`config.mk`:
```
export PLATFORM = sky130hd
export DESIGN_NAME = bicubic_patch_interpolator_top
export DESIGN_NICKNAME = d
export VERILOG_FILES = /design/src/rtl/bpi_pkg.sv /design/src/rtl/bpi_ctrl.sv /design/src/rtl/bpi_datapath.sv /design/src/rtl/bicubic_patch_interpolator_top.sv
export SDC_FILE = /design/constraint.sdc
export NUM_CORES = 2
export LEC_CHECK = 0
export BUFFER_PORTS_ARGS = -buffer_cell sky130_fd_sc_hd__buf_2
export CAP_MARGIN = 20
export CORE_ASPECT_RATIO = 0.7
export CORE_MARGIN = 2
export CORE_UTILIZATION = 51
export CTS_BUF_LIST = sky130_fd_sc_hd__clkbuf_4 sky130_fd_sc_hd__clkbuf_8
export DETAILED_ROUTE_END_ITERATION = 7
export PLACE_DENSITY = 0.74
export SYNTH_ARGS = -nofsm -noshare
export SYNTH_HDL_FRONTEND = slang
export SYNTH_SLANG_ARGS = --single-unit
```
`constraint.sdc`:
```
create_clock -name clk -period 6.4 [get_ports clk]
set_clock_uncertainty 0.05 [all_clocks]
set_input_delay 0.32 -clock clk [delete_from_list [all_inputs] [get_ports clk]]
set_output_delay 0.32 -clock clk [all_outputs]
set_load 0.02 [all_outputs]
```
`src/rtl/bpi_pkg.sv`:
```
`default_nettype none

package bpi_pkg;

    // Datapath operations issued by the sequencer, one per cycle.
    typedef enum logic [3:0] {
        OP_IDLE,
        OP_LOAD_ROW,
        OP_LOAD_COL,
        OP_COEF,
        OP_MUL,
        OP_ADD_E,
        OP_ADD_D,
        OP_ADD_P1,
        OP_STORE,
        OP_RESULT
    } op_t;

    // Number of kept row values before the column pass.
    localparam int unsigned ROWS_KEPT = 3;

    typedef struct packed {
        op_t        op;
        logic [1:0] slot;   // row slot written by OP_STORE
    } cmd_t;

endpackage

`default_nettype wire

```
`src/rtl/bpi_ctrl.sv`:
```
`default_nettype none

module bpi_ctrl
    import bpi_pkg::*;
(
    input  wire logic clk,
    input  wire logic rst_n,
    input  wire logic in_valid,
    output logic      in_ready,
    output logic      out_valid,
    input  wire logic out_ready,
    output cmd_t      cmd
);

    typedef enum logic [3:0] {
        ST_IDLE,
        ST_COEF,
        ST_MUL1,
        ST_ADD1,
        ST_MUL2,
        ST_ADD2,
        ST_MUL3,
        ST_ADD3,
        ST_WRAP
    } state_t;

    state_t     state_reg;
    logic [1:0] row_idx_reg;
    logic       col_pass_reg;
    logic       out_valid_reg;

    logic       last_row;
    logic       out_free;

    assign last_row  = (row_idx_reg == 2'(ROWS_KEPT));
    assign out_free  = !out_valid_reg || out_ready;
    assign in_ready  = (state_reg == ST_IDLE);
    assign out_valid = out_valid_reg;

    always_comb
    begin
        cmd.op   = OP_IDLE;
        cmd.slot = row_idx_reg;
        unique case (state_reg)
            ST_IDLE:
            begin
                if (in_valid)
                begin
                    cmd.op = OP_LOAD_ROW;
                end
            end
            ST_COEF: cmd.op = OP_COEF;
            ST_MUL1: cmd.op = OP_MUL;
            ST_ADD1: cmd.op = OP_ADD_E;
            ST_MUL2: cmd.op = OP_MUL;
            ST_ADD2: cmd.op = OP_ADD_D;
            ST_MUL3: cmd.op = OP_MUL;
            ST_ADD3: cmd.op = OP_ADD_P1;
            ST_WRAP:
            begin
                if (!col_pass_reg)
                begin
                    cmd.op = last_row ? OP_LOAD_COL : OP_STORE;
                end
                else if (out_free)
                begin
                    cmd.op = OP_RESULT;
                end
            end
            default: cmd.op = OP_IDLE;
        endcase
    end

    always_ff @(posedge clk or negedge rst_n)
    begin
        if (!rst_n)
        begin
            state_reg     <= ST_IDLE;
            row_idx_reg   <= 2'd0;
            col_pass_reg  <= 1'b0;
            out_valid_reg <= 1'b0;
        end
        else
        begin
            // A new result takes the output register in the same cycle that the
            // waiting one leaves it, so setting wins over clearing.
            if ((state_reg == ST_WRAP) && col_pass_reg && out_free)
            begin
                out_valid_reg <= 1'b1;
            end
            else if (out_valid_reg && out_ready)
            begin
                out_valid_reg <= 1'b0;
            end
            unique case (state_reg)
                ST_IDLE:
                begin
                    if (in_valid)
                    begin
                        state_reg    <= ST_COEF;
                        col_pass_reg <= 1'b0;
                    end
                end
                ST_COEF: state_reg <= ST_MUL1;
                ST_MUL1: state_reg <= ST_ADD1;
                ST_ADD1: state_reg <= ST_MUL2;
                ST_MUL2: state_reg <= ST_ADD2;
                ST_ADD2: state_reg <= ST_MUL3;
                ST_MUL3: state_reg <= ST_ADD3;
                ST_ADD3: state_reg <= ST_WRAP;
                ST_WRAP:
                begin
                    if (!col_pass_reg)
                    begin
                        if (last_row)
                        begin
                            col_pass_reg <= 1'b1;
                            state_reg    <= ST_COEF;
                        end
                        else
                        begin
                            row_idx_reg <= row_idx_reg + 2'd1;
                            state_reg   <= ST_IDLE;
                        end
                    end
                    else if (out_free)
                    begin
                        row_idx_reg   <= 2'd0;
                        col_pass_reg  <= 1'b0;
                        state_reg     <= ST_IDLE;
                    end
                end
                default: state_reg <= ST_IDLE;
            endcase
        end
    end

endmodule

`default_nettype wire

```
`src/rtl/bpi_datapath.sv`:
```
`default_nettype none

module bpi_datapath
    import bpi_pkg::*;
#(
    parameter int unsigned SAMPLE_BITS = 24,
    parameter int unsigned FRAC_BITS   = 16
)
(
    input  wire logic                   clk,
    input  wire cmd_t                   cmd,
    input  wire logic [SAMPLE_BITS-1:0] sample_a,
    input  wire logic [SAMPLE_BITS-1:0] sample_b,
    input  wire logic [SAMPLE_BITS-1:0] sample_c,
    input  wire logic [SAMPLE_BITS-1:0] sample_d,
    input  wire logic [FRAC_BITS-1:0]   frac_col,
    input  wire logic [FRAC_BITS-1:0]   frac_row,
    output logic      [SAMPLE_BITS-1:0] interp_value
);

    // Row values stay within about -0.15 to 1.15 of full scale, so two bits of
    // headroom hold them. Horner intermediates need eight bits over the sample.
    localparam int unsigned PW    = SAMPLE_BITS + 2;
    localparam int unsigned XW    = SAMPLE_BITS + 8;
    localparam int unsigned PRODW = XW + FRAC_BITS + 1;

    logic signed [PW-1:0]      p_reg [4];
    logic signed [PW-1:0]      part_reg [ROWS_KEPT];
    logic [FRAC_BITS-1:0]      t_reg;
    logic [FRAC_BITS-1:0]      frac_row_reg;
    logic signed [XW-1:0]      d_reg;
    logic signed [XW-1:0]      e_reg;
    logic signed [XW-1:0]      p1_reg;
    logic signed [XW-1:0]      acc_reg;
    logic signed [PRODW-1:0]   prod_reg;
    logic [SAMPLE_BITS-1:0]    result_reg;

    logic signed [XW-1:0]      px [4];
    logic signed [XW-1:0]      d_next;
    logic signed [XW-1:0]      e_next;
    logic signed [XW-1:0]      f_next;
    logic signed [FRAC_BITS:0] t_s;
    logic signed [PRODW-1:0]   prod_next;
    logic signed [PRODW-1:0]   rnd_f;
    logic signed [PRODW-1:0]   rnd_f1;
    logic signed [XW-1:0]      rnd_f_x;
    logic signed [XW-1:0]      rnd_f1_x;
    logic [SAMPLE_BITS-1:0]    clip_value;

    always_comb
    begin
        for (int i = 0; i < 4; i++)
        begin
            px[i] = {{(XW-PW){p_reg[i][PW-1]}}, p_reg[i]};
        end
    end

    assign d_next = px[2] - px[0];
    assign e_next = (px[0] <<< 1) - ((px[1] <<< 2) + px[1]) + (px[2] <<< 2) - px[3];
    assign f_next = ((px[1] - px[2]) <<< 1) + (px[1] - px[2]) + px[3] - px[0];

    assign t_s       = $signed({1'b0, t_reg});
    assign prod_next = acc_reg * t_s;

    // Round half toward +inf: add half an LSB, then shift arithmetically.
    assign rnd_f    = (prod_reg + (PRODW'(1) <<< (FRAC_BITS - 1))) >>> FRAC_BITS;
    assign rnd_f1   = (prod_reg + (PRODW'(1) <<< FRAC_BITS)) >>> (FRAC_BITS + 1);
    assign rnd_f_x  = rnd_f[XW-1:0];
    assign rnd_f1_x = rnd_f1[XW-1:0];

    always_comb
    begin
        priority if (acc_reg[XW-1])
        begin
            clip_value = '0;
        end
        else if (|acc_reg[XW-2:SAMPLE_BITS])
        begin
            clip_value = '1;
        end
        else
        begin
            clip_value = acc_reg[SAMPLE_BITS-1:0];
        end
    end

    always_ff @(posedge clk)
    begin
        unique case (cmd.op)
            OP_LOAD_ROW:
            begin
                p_reg[0]     <= $signed({2'b00, sample_a});
                p_reg[1]     <= $signed({2'b00, sample_b});
                p_reg[2]     <= $signed({2'b00, sample_c});
                p_reg[3]     <= $signed({2'b00, sample_d});
                t_reg        <= frac_col;
                frac_row_reg <= frac_row;
            end
            OP_LOAD_COL:
            begin
                p_reg[0] <= part_reg[0];
                p_reg[1] <= part_reg[1];
                p_reg[2] <= part_reg[2];
                p_reg[3] <= acc_reg[PW-1:0];
                t_reg    <= frac_row_reg;
            end
            OP_COEF:
            begin
                d_reg   <= d_next;
                e_reg   <= e_next;
                p1_reg  <= px[1];
                acc_reg <= f_next;
            end
            OP_MUL:    prod_reg <= prod_next;
            OP_ADD_E:  acc_reg  <= e_reg + rnd_f_x;
            OP_ADD_D:  acc_reg  <= d_reg + rnd_f_x;
            OP_ADD_P1: acc_reg  <= p1_reg + rnd_f1_x;
            OP_STORE:
            begin
                if (cmd.slot < 2'(ROWS_KEPT))
                begin
                    part_reg[cmd.slot] <= acc_reg[PW-1:0];
                end
            end
            OP_RESULT: result_reg <= clip_value;
            OP_IDLE:   ;
            default:   ;
        endcase
    end

    assign interp_value = result_reg;

endmodule

`default_nettype wire

```
`src/rtl/bicubic_patch_interpolator_top.sv`:
```
// A new row request is taken only once the sequencer is idle again: after the cubic of
// the current row is done, and on a fourth row after the column cubic has filled the output register.
// The pace is set by the single shared multiplier, used three times per cubic with a
// register after each product, and by the extra column cubic on the fourth row.
// Reset (rst_n, asynchronous, active low) clears the sequencer, the row counter and
// the output valid flag; the kept row values need no reset and are written before use.
`default_nettype none

module bicubic_patch_interpolator_top
    import bpi_pkg::*;
#(
    parameter int unsigned SAMPLE_BITS = 24,
    parameter int unsigned FRAC_BITS   = 16
)
(
    input  wire logic clk,
    input  wire logic rst_n,

    // Slave side: one request is one row of the 4x4 patch.
    input  wire logic s_axis_tvalid,
    output logic      s_axis_tready,
    // Fields from bit 0 up: sample_a, sample_b, sample_c, sample_d, frac_col,
    // frac_row, then zero padding to a whole byte.
    input  wire logic [((4*SAMPLE_BITS+2*FRAC_BITS+7)/8)*8-1:0] s_axis_tdata,

    // Master side: one interpolated value per patch.
    output logic      m_axis_tvalid,
    input  wire logic m_axis_tready,
    // Fields from bit 0 up: interp_value, then zero padding to a whole byte.
    output logic [((SAMPLE_BITS+7)/8)*8-1:0] m_axis_tdata
);

    localparam int unsigned OUT_W = ((SAMPLE_BITS + 7) / 8) * 8;

    cmd_t                   cmd;
    logic [SAMPLE_BITS-1:0] interp_value;

    // The sequencer walks each cubic through coefficient setup and three
    // multiply/accumulate steps, keeps rows 0 to 2, and on row 3 runs the
    // same cubic down the column before loading the output register. It can
    // take new rows while a finished result still waits on the master side.
    bpi_ctrl u_ctrl (
        .clk       (clk),
        .rst_n     (rst_n),
        .in_valid  (s_axis_tvalid),
        .in_ready  (s_axis_tready),
        .out_valid (m_axis_tvalid),
        .out_ready (m_axis_tready),
        .cmd       (cmd)
    );

    // The datapath holds the operands, the shared multiplier, the kept row
    // values and the output register with clipping and saturation.
    bpi_datapath #(
        .SAMPLE_BITS (SAMPLE_BITS),
        .FRAC_BITS   (FRAC_BITS)
    ) u_datapath (
        .clk          (clk),
        .cmd          (cmd),
        .sample_a     (s_axis_tdata[SAMPLE_BITS-1:0]),
        .sample_b     (s_axis_tdata[2*SAMPLE_BITS-1:SAMPLE_BITS]),
        .sample_c     (s_axis_tdata[3*SAMPLE_BITS-1:2*SAMPLE_BITS]),
        .sample_d     (s_axis_tdata[4*SAMPLE_BITS-1:3*SAMPLE_BITS]),
        .frac_col     (s_axis_tdata[4*SAMPLE_BITS+FRAC_BITS-1:4*SAMPLE_BITS]),
        .frac_row     (s_axis_tdata[4*SAMPLE_BITS+2*FRAC_BITS-1:4*SAMPLE_BITS+FRAC_BITS]),
        .interp_value (interp_value)
    );

    assign m_axis_tdata = OUT_W'(interp_value);

endmodule

`default_nettype wire

```
==> impl_metrics.tcl <==
set metrics [dict create \
    crit-reg2reg-capture "u_datapath.prod_reg[48]" \
    gp_congestion 0.961 \
    hp-start "s_axis_tdata[119]" \
    violations "setup timing" \
    htree_levels 3 \
    dieArea_um2 91000 \
    cts.sink_count 397 \
    synth_seq_area_share_pct 26.3 \
    worstPathArrival_ns 7.23 \
    die_h_um 253 \
    synthTopCellsByArea "fa_1, edfxtp_1, ha_1" \
    synth_commonest_cells "inv_1, nand2_1, fa_1, edfxtp_1, ha_1" \
    worstHoldEndpoint "u_datapath.frac_row_reg[7]" \
    clk_latency_ns 0.78 \
    nets 6393 \
    grt_pass1_wl_um 205000 \
    initial_utilization_pct 51.4 \
    ctsRootBufferMaster "clkbuf_8" \
    hold_viol 0 \
    hold_class "input pin to flop" \
    synth_warnings 0 \
    fin_crit_sh_pct 106 \
    startpoint_type "flop" \
    synth_top_area_share_pct 26.6 \
    area_growth_pct 17.9 \
    syn_nets 5828 \
    core_um2 87900 \
    fmax_mhz 147 \
    cts_buffer_depth 3 \
    drt_iter0_drc 3749 \
    cp_max_fo 8 \
    critPathRequiredTime_ns 6.82 \
    reg2reg_setup_slack_ns -0.41 \
    ys_ff_latch 397 \
    finalSetupViolCount 16 \
    yosysMostFrequentCell "inv_1" \
    dp.final_hpwl_um 105000 \
    antenna_found_initial 4 \
    viasPerCell 5.47 \
    design_area_um2 53300 \
    drtAntennaViolNets 0 \
    grt_pass1_vias 35900 \
    min_path_cells 2 \
    io_buffers 157 \
    finalCriticalPeriod_ns 6.81 \
    synth_top_cell_by_area "fa_1" \
    dr.pass1.iters 5 \
    netlist_area_um2 45200 \
    rows 91 \
    place_area_um2 49600 \
    slowest_stage "fa_1" \
    post-place-ws_ns -0.440 \
    clk_pin_slew_ns 0.06 \
    avgSynthCellArea_um2 9.49 \
    largest_register_ffs 104 \
    ios 158 \
    syn_inst 4763 \
    via_count 35800 \
    numCtsBuffers 69 \
    drv_cap 0 \
    wl_um 134000 \
    layout_setup_ws_ns -0.409 \
    slew_headroom_pct 30.9 \
    drive_above_1_share_pct 14.3 \
    post_drt_wl_per_cell_um 20.4 \
    tightest_slew_ns 1.04 \
    grt-ovfl-total 0 \
    reg2reg_from "u_datapath.t_reg[7]" \
    ff2ff_path_depth 25 \
    fin_tns_setup_ns -2.94 \
    synth_edf_count 389 \
    drc 0 \
    endpoint_kind "flop" \
    crit_top_cell "fa_1" \
    rsz0062_at_grt "yes" \
    tritoncts "done" \
    synthDistinctLibCells 82 \
    die_x_um 360 \
    async_flop_share_pct 2.02 \
    grt_usage_pct 29.5 \
    status "finished, violations left" \
    synthFlopType "edfxtp_1" \
    grt_max_degree 69 \
    max_stage_delay_ns 0.54 \
    report.final.slew_viol_count 0 \
    critPathKind "flop to flop" \
]
per-layer routing:
| layer | track usage [%] | share of wire, % |
|---|---|---|
| met1 | 44.5 | 45 |
| met2 | 42.2 | 41 |
| met3 | 8.24 | 12 |
| met4 | 6.61 | 2.2 |
| met5 | 0 | 0 |
worst max path at each step:
stage                                      start                      end  slack, ns  depth (start not counted)
after global routing         u_datapath.t_reg[7]  u_datapath.prod_reg[48]      -0.55                         25
final                        u_datapath.t_reg[7]  u_datapath.prod_reg[48]      -0.41                         25
after floorplan           u_datapath.acc_reg[16]  u_datapath.prod_reg[39]      0.003                         22
after global placement    u_datapath.acc_reg[31]  u_datapath.prod_reg[47]      -0.37                         22
after detailed placement  u_datapath.acc_reg[31]  u_datapath.prod_reg[47]      -0.44                         22
after CTS                    u_datapath.t_reg[7]  u_datapath.prod_reg[39]      -0.28                         23
layout by cell type (no fill, tap or decap), types with 84 or more instances in the layout:
cell type        n
a21o_1          84
o21ai_0         98
nor2_1         202
nand2_1        830
ha_1           318
xor2_1         104
buf_4          323
inv_1          830
xnor2_1        158
buf_2          157
fa_1           590
edfxtp_1       389
dlygate4sd3_1  132
and2_1         246
a21oi_1        151
timing repair:
item,CTS,global route
endpoints found under the hold margin,142,0
pin swaps,36,99
setup buffers,10,26
gates resized for setup,32,116
hold buffers,132,0
cloned,1,1
endpoints found under the setup margin,22,39
cell type report:
cell class	instances	area [µm²]
Fill cell	7136	34600
Multi-Input combinational cell	3374	30200
Sequential cell	397	11900
Timing Repair Buffer	645	5070
Inverter	841	3160
Tap cell	1162	1450
Clock buffer	84	1060
Clock inverter	40	420
Antenna cell	5	12.5
worst max-delay path, delay by kind of cell (launching register included):
family,cells,cell delay (ns)
xor+xnor,1,0.12
flops,1,0.44
buf+inv,7,0.61
simple gates,4,0.94
fa+ha+maj,7,3.19
compound gates,6,1.14
cells by family (layout without fill, tap and decap cells):
group | Yosys count | count (layout) | share of synthesized area, %
AND/OR/NAND/NOR | 1577 | 1577 | 15.9
XOR/XNOR | 263 | 263 | 5.10
multiplexers | 1 | 1 | 0.0222
AO/OA/AOI/OAI | 600 | 600 | 8.59
other | 0 | 5 | 0
buffers and inverters | 992 | 1610 | 8.25
flip-flops | 397 | 397 | 26.3
adder cells (fa/ha/maj) | 933 | 933 | 35.8
per-stage QoR:
step	hold WS, ns	utilization [%]	cells
detailed placement	0.126	56.4	6252
finish	0.231	60.6	6548
CTS	0.168	59.8	6519
global placement	0.122	56.4	6252
global route	0.204	60.6	6545
floorplan	-0.0256	-	4763
Power is not shown: default switching activity piles up to over one toggle a cycle in this logic, so the estimate is an artifact.
